File: src/hw/rtl/adrc_pkg.sv
// Shared widths, register codes, sideband types and the window function of the fhan pipeline.
// No dependencies; the other RTL files, apart from the checker and its macros, refer to it by scoped names.
package adrc_pkg;

	localparam int FRAC_BITS = 16;

	localparam int R_W    = 31;
	localparam int H_W    = 17;
	localparam int D_W    = 33;
	localparam int A0_W   = 33;
	localparam int Y_W    = 34;
	localparam int S_W    = 37;
	localparam int RAD_W  = 70;
	localparam int ROOT_W = 35;
	localparam int REM_W  = 37;
	localparam int A_W    = 37;
	localparam int MAG_W  = 36;
	localparam int N_W    = 67;
	localparam int Q_W    = 41;
	localparam int TOT_W  = 42;

	localparam logic [R_W-1:0] GAIN_R_RST = 31'd1966080000;
	localparam logic [H_W-1:0] STEP_H_RST = 17'd1311;
	localparam logic [Q_W-1:0] QUOT_CAP   = 41'h100_0000_0000;

	localparam logic [0:0] REG_GAIN_R = 1'b0;
	localparam logic [0:0] REG_STEP_H = 1'b1;

	// Twice the fsg window: inside, on the edge, outside.
	typedef enum logic [1:0] {
		WIN_OUT  = 2'd0,
		WIN_EDGE = 2'd1,
		WIN_IN   = 2'd2
	} win_t;

	typedef struct packed {
		logic signed [A0_W-1:0] a0;
		logic signed [Y_W-1:0]  y;
		logic [D_W-1:0]         d;
		win_t                   k;
	} root_side_t;

	typedef struct packed {
		win_t k;
		win_t g;
		logic aneg;
		logic azero;
	} quot_side_t;

	function automatic win_t fsg2(logic [MAG_W-1:0] m, logic [D_W-1:0] d);
		logic [MAG_W-1:0] dx;
		dx = MAG_W'(d);
		if (d == '0)
			return WIN_OUT;
		else if (m < dx)
			return WIN_IN;
		else if (m == dx)
			return WIN_EDGE;
		else
			return WIN_OUT;
	endfunction

endpackage

File: src/hw/rtl/adrc_mid.sv
// Middle stages: a2, the blended a, its window, and the dividend r*|a|.
// Depends on adrc_pkg.
module adrc_mid (
	input  logic                          clk,
	input  logic                          arst_n,
	input  logic                          adv,
	input  logic                          in_valid,
	input  logic [adrc_pkg::ROOT_W-1:0]   root,
	input  adrc_pkg::root_side_t          in_side,
	input  logic [adrc_pkg::R_W-1:0]      r,
	output logic                          out_valid,
	output logic [adrc_pkg::N_W-1:0]      num,
	output logic [adrc_pkg::D_W-1:0]      d,
	output adrc_pkg::quot_side_t          out_side
);

	logic v_s1, v_s2, v_s3, v_s4;

	logic signed [35:0]              a2_s1;
	logic signed [34:0]              sum0_s1;
	adrc_pkg::win_t                  k_s1, k_s2, k_s3, k_s4;
	logic [adrc_pkg::D_W-1:0]        d_s1, d_s2, d_s3, d_s4;

	logic signed [adrc_pkg::A_W-1:0] a_s2;

	logic [48:0]                     pl_s3, ph_s3;
	adrc_pkg::quot_side_t            side_s3, side_s4;

	logic [adrc_pkg::N_W-1:0]        num_s4;

	logic [adrc_pkg::ROOT_W-1:0]     excess;
	logic signed [35:0]              half_ex;
	logic signed [35:0]              a0_x;
	logic signed [35:0]              a2_nx;
	logic signed [adrc_pkg::A_W-1:0] blend;
	logic signed [adrc_pkg::A_W-1:0] blend_rnd;
	logic signed [adrc_pkg::A_W-1:0] a_nx;
	logic signed [adrc_pkg::A_W-1:0] a_neg;
	logic [adrc_pkg::MAG_W-1:0]      a_mag;

	// The root never falls below d, so the excess is not negative.
	assign excess  = root - adrc_pkg::ROOT_W'(in_side.d);
	assign half_ex = $signed({2'b00, excess[adrc_pkg::ROOT_W-1:1]});
	assign a0_x    = 36'(in_side.a0);

	always_comb begin
		if (in_side.y == '0)
			a2_nx = a0_x;
		else if (in_side.y < 0)
			a2_nx = a0_x - half_ex;
		else
			a2_nx = a0_x + half_ex;
	end

	// On the window edge a is the mean of both terms, truncated toward zero.
	assign blend     = adrc_pkg::A_W'(sum0_s1) + adrc_pkg::A_W'(a2_s1);
	assign blend_rnd = blend + $signed({{(adrc_pkg::A_W-1){1'b0}}, blend[adrc_pkg::A_W-1]});

	always_comb begin
		case (k_s1)
			adrc_pkg::WIN_IN:   a_nx = adrc_pkg::A_W'(sum0_s1);
			adrc_pkg::WIN_EDGE: a_nx = blend_rnd >>> 1;
			default:            a_nx = adrc_pkg::A_W'(a2_s1);
		endcase
	end

	assign a_neg = -a_s2;
	assign a_mag = a_s2[adrc_pkg::A_W-1] ? a_neg[adrc_pkg::MAG_W-1:0]
		: a_s2[adrc_pkg::MAG_W-1:0];

	always_ff @(posedge clk or negedge arst_n) begin
		if (!arst_n) begin
			v_s1 <= 1'b0;
			v_s2 <= 1'b0;
			v_s3 <= 1'b0;
			v_s4 <= 1'b0;
		end else if (adv) begin
			v_s1 <= in_valid;
			v_s2 <= v_s1;
			v_s3 <= v_s2;
			v_s4 <= v_s3;
		end
	end

	always_ff @(posedge clk) begin
		if (adv) begin
			a2_s1   <= a2_nx;
			sum0_s1 <= 35'(in_side.a0) + 35'(in_side.y);
			k_s1    <= in_side.k;
			d_s1    <= in_side.d;

			a_s2    <= a_nx;
			k_s2    <= k_s1;
			d_s2    <= d_s1;

			pl_s3         <= 49'(r) * 49'(a_mag[17:0]);
			ph_s3         <= 49'(r) * 49'(a_mag[35:18]);
			side_s3.k     <= k_s2;
			side_s3.g     <= adrc_pkg::fsg2(a_mag, d_s2);
			side_s3.aneg  <= a_s2[adrc_pkg::A_W-1];
			side_s3.azero <= (a_s2 == '0);
			k_s3          <= k_s2;
			d_s3          <= d_s2;

			num_s4  <= adrc_pkg::N_W'(pl_s3) + {ph_s3, 18'b0};
			side_s4 <= side_s3;
			k_s4    <= k_s3;
			d_s4    <= d_s3;
		end
	end

	assign out_valid = v_s4;
	assign num       = num_s4;
	assign d         = d_s4;
	assign out_side  = side_s4;

	// k is also kept in the sideband; this copy only follows the stages.
	logic unused_k;
	assign unused_k = ^k_s4;

endmodule

File: config.mk
export PLATFORM = sky130hd
export DESIGN_NAME = adrc_mid
export DESIGN_NICKNAME = d
export VERILOG_FILES = /design/src/hw/rtl/adrc_pkg.sv /design/src/hw/rtl/adrc_mid.sv
export SDC_FILE = /design/constraint.sdc
export NUM_CORES = 2
export LEC_CHECK = 0
export ABC_AREA = 0
export BUFFER_PORTS_ARGS = -buffer_cell sky130_fd_sc_hd__buf_2
export CAP_MARGIN = 20
export CELL_PAD_IN_SITES_DETAIL_PLACEMENT = 0
export CELL_PAD_IN_SITES_GLOBAL_PLACEMENT = 1
export CORE_ASPECT_RATIO = 1.2
export CORE_MARGIN = 5
export CORE_UTILIZATION = 46
export CTS_BUF_LIST = sky130_fd_sc_hd__clkbuf_8 sky130_fd_sc_hd__clkbuf_16
export DETAILED_ROUTE_END_ITERATION = 8
export HOLD_SLACK_MARGIN = 0.06
export PLACE_DENSITY = 0.73
export SLEW_MARGIN = 10
export SYNTH_ARGS = -nofsm -noshare
export SYNTH_HDL_FRONTEND = slang
export SYNTH_SLANG_ARGS = --single-unit
File: constraint.sdc
create_clock -name clk -period 12 [get_ports clk]
set_clock_uncertainty 0.15 [all_clocks]
set_input_delay 1.8 -clock clk [delete_from_list [all_inputs] [get_ports clk]]
set_output_delay 1.8 -clock clk [all_outputs]
set_load 0.005 [all_outputs]
==> tab_implementation.tex <==
\begin{tabular}{lr}
\hline
Metric & Value \\
\hline
\multicolumn{2}{l}{\textbf{Worst hold path}} \\
Min-Delay Path Class & register to register \\
Worst hold path startpoint & d\_s1[0]\$\_DFFE\_PP\_ \\
\multicolumn{2}{l}{\textbf{Synth}} \\
Warnings, synthesis & 0 \\
Fraction of synthesized area in multiplexers & 0.002934 \\
Synth Net Count & 8191 \\
Share of async-settable or async-resettable flops after synthesis & 0.009434 \\
Share of synthesized cell area in full adder, half adder and majority cells & 0.3962 \\
Library cells used by synthesis & 86 \\
Fraction of the yosys area taken by sequential cells & 0.2070 \\
Dominant cell type by area after synthesis & sky130\_fd\_sc\_hd\_\_fa\_1 \\
Gate count after technology mapping & 6634 \\
Share of Yosys cell area claimed by the top area cell type & 0.3041 \\
Largest family of logic cells by synthesized area & adder cells \\
Primary FF master, synth & sky130\_fd\_sc\_hd\_\_edfxtp\_1 \\
Synthesized-area fraction occupied by xor and xnor cells & 0.04778 \\
Ranking of synthesized cells by instance count & sky130\_fd\_sc\_hd\_\_inv\_1, sky130\_fd\_sc\_hd\_\_nand2\_1, sky130\_fd\_sc\_hd\_\_fa\_1 \\
Compound-gate portion of the synthesized area & 0.09708 \\
Number of enable-type register cells in the synthesized netlist & 420 \\
Most repeated cell in the gate-level netlist after synthesis & sky130\_fd\_sc\_hd\_\_inv\_1 \\
Avg Synthesized Cell Area & $\sim$9.3 um2 \\
Top cells by area, synth & sky130\_fd\_sc\_hd\_\_fa\_1, sky130\_fd\_sc\_hd\_\_edfxtp\_1, sky130\_fd\_sc\_hd\_\_ha\_1 \\
Simple-Gate Fraction of Synth Area & 0.1506 \\
Total standard cell area after synthesis & 61410 um2 \\
Number of register bits inferred by synthesis & 424 \\
\multicolumn{2}{l}{\textbf{Floorplanning}} \\
Total die area & 140900 um2 \\
Standard-cell row count & 146 \\
Number of ports placed on the die boundary & 279 \\
Horizontal die dimension & 343.5 um \\
Starting density of the core & 0.4643 \\
Core Area & 132300 um2 \\
Height of the die & 410.3 um \\
\multicolumn{2}{l}{\textbf{Routing}} \\
Post-detailed-route via-to-cell ratio & 5.358 \\
DRT Pass-1 Iters & 6 \\
Residual DRC count & 0 \\
Avg WL per Cell & 20.45 um \\
Total wirelength of the detailed-routed design & 175400 um \\
Vias post-DR & 45940 \\
First-iteration detailed-routing DRC count & about 2500 \\
Remaining number of nets flagged by the antenna check after routing & 0 \\
\multicolumn{2}{l}{\textbf{Layout}} \\
Layout net count & about 8300 \\
Final core utilization & 0.5017 \\
Fraction of layout cells with a size suffix above 1 & 0.07705 \\
Fill cell instance count of the final layout & 12690 \\
Layout area overhead & 8.048\% \\
\multicolumn{2}{l}{\textbf{Status}} \\
Run status & completed \\
\multicolumn{2}{l}{\textbf{Global routing}} \\
Via count of the first global-routing pass & 48600 \\
Number of antenna violations at the first check in global routing & 21 \\
Congestion Overflow GR & 0 \\
Largest net degree at the start of global routing & 112 \\
Total track usage & 0.2529 \\
Wire length of the first global-routing pass & 275000 um \\
\multicolumn{2}{l}{\textbf{Setup path}} \\
Crit-path max cell delay & 0.62 ns \\
Startpoint of the worst setup timing path & a\_s2[2]\$\_DFFE\_PP\_ \\
Cell repeated most along the worst path & sky130\_fd\_sc\_hd\_\_fa\_1 \\
Critical path capture point type & register \\
Critical Setup Path Class & register to register \\
CP Launch Type & register \\
Crit path required time & about 12 ns \\
Crit path arrival time & 11.17 ns \\
Standard cell with the maximum stage delay on the critical path & sky130\_fd\_sc\_hd\_\_a31oi\_1 \\
Max FO, Critical Path & 16 \\
Beginning of the worst register-to-register path & a\_s2[2]\$\_DFFE\_PP\_ \\
\multicolumn{2}{l}{\textbf{Clock network}} \\
Clock H-tree levels & 2 \\
Clock latency on the worst-skew pair & 0.67 ns \\
TritonCTS clock tree & yes \\
Post-CTS resize count & 0 \\
Number of buffers inserted by hold repair at cts & 0 \\
Number of buffers inserted during clock tree synthesis & 46 \\
Clock tree sinks & 424 \\
Count of buffers added by post-CTS timing repair for setup & 0 \\
Root buf cell & sky130\_fd\_sc\_hd\_\_clkbuf\_16 \\
Largest buffer count on any clock path & 3 \\
Clock slew at reported path FFs & about 0.060 ns \\
\multicolumn{2}{l}{\textbf{STA}} \\
Worst-Margin Slew & between 1 and 1.5 ns \\
Count of final hold-check violations & 0 \\
Normalized max-slew margin & 0.2558 \\
Final critical delay including setup and external delays & around 11 ns \\
Total Negative Setup Slacks & 0 ns \\
Final setup fails & 0 \\
Peak clock frequency supported by timing & 91.45 MHz \\
Unrepaired setup endpoints after global routing & false \\
Count of final max-slew check failures & 0 \\
Crit share post-route & 0.9112 \\
\multicolumn{2}{l}{\textbf{Job}} \\
Max-cap violations & 0 \\
\multicolumn{2}{l}{\textbf{Placement}} \\
Number of input and output port buffers inserted & 278 \\
Global placer's final weighted congestion & approximately 0.90 \\
Post-detail-place hpwl & 139300 um \\
\hline
\end{tabular}
logic make-up (layout without fill, tap and decap cells):
kind of cell | Yosys count | in the layout
XOR/XNOR | 335 | 335
AO/OA/AOI/OAI | 922 | 922
adder cells (fa/ha/maj) | 1385 | 1385
other | 0 | 10
multiplexers | 17 | 17
buffers and inverters | 1608 | 1762
AND/OR/NAND/NOR | 1943 | 1943
flip-flops | 424 | 424
worst max-delay path: cells and delay by family, from the launching register on:
kind,cells,cell delay (ns)
adder cells (fa/ha/maj),7,3.36
AO/OA/AOI/OAI,10,2.97
AND/OR/NAND/NOR,8,2.69
XOR/XNOR,2,0.52
flip-flops,1,0.50
buffers and inverters,4,0.45
per-layer routing:
metal / global-route usage / vias to the layer above / wire length, um
li1: - / 21280 / -
met1: 0.2981 / 23080 / 67700
met2: 0.4553 / 1200 / 88450
met3: 0.03242 / 358 / 8598
met4: 0.1213 / 16 / 10500
met5: 0 / - / 103
area by class of cell:
| type | instances | area [um2] | area share |
|---|---|---|---|
| diodes | 10 | 25.02 | 0.0003771 |
| clock buffers | 46 | 1151 | 0.01735 |
| clock inverters | 34 | 282.8 | 0.004262 |
| inverters | 1310 | 4917 | 0.07411 |
| multi-input cells | 4602 | 42940 | 0.6472 |
| flip-flops and latches | 424 | 12710 | 0.1916 |
| well taps | 1776 | 2222 | 0.03349 |
| repair buffers | 372 | 2101 | 0.03166 |
stage by stage:
| stage | worst slack [ns] | instance area, um2 | instances | hold slack (ns) |
|---|---|---|---|---|
| floorplan | 2.399 | 61410 | 6634 | 0.2503 |
| global placement | 1.346 | 64880 | 8481 | 0.2506 |
| detailed placement | 1.243 | 64890 | 8484 | 0.2545 |
| CTS | 1.140 | 66330 | 8564 | 0.2304 |
| global route | 0.6349 | 66330 | 8566 | 0.2583 |
| finish | 1.065 | 66350 | 8574 | 0.2332 |
flip-flops by register name, indices dropped and copies added, names as in the netlist:
signal and flops:
sum0_s1 35, k_s2 2, d 33, d_s2 33, v_s3 1, a_s2 36, v_s1 1, a2_s1 36
side_s3 6, ph_s3 49, v_s2 1, d_s3 33, num 67, out_side 6, pl_s3 49, out_valid 1
k_s1 2, d_s1 33
final timing paths:
check	endpoint	slack, ns	cells past startpoint
max	ph_s3[47]$_DFFE_PP_	1.07	31
min	d_s2[0]$_DFFE_PP_	0.23	0
max reg2reg	ph_s3[47]$_DFFE_PP_	1.07	31
min reg2reg	d_s2[0]$_DFFE_PP_	0.23	0
max in group asynchronous	v_s3$_DFFE_PN0P_	10.78	1
min in group asynchronous	v_s1$_DFFE_PN0P_	0.81	1
layout by cell type, fill, tap and decap left out, types with 194 or more instances in the layout:
master	instances
sky130_fd_sc_hd__o21ai_0	194
sky130_fd_sc_hd__edfxtp_1	420
sky130_fd_sc_hd__nand2_1	996
sky130_fd_sc_hd__a21oi_1	253
sky130_fd_sc_hd__xnor2_1	207
sky130_fd_sc_hd__inv_1	1322
sky130_fd_sc_hd__fa_1	933
sky130_fd_sc_hd__and2_1	351
sky130_fd_sc_hd__ha_1	451
sky130_fd_sc_hd__buf_2	278
Power is not shown: default switching activity piles up to over one toggle a cycle in this logic, so the estimate is an artifact.
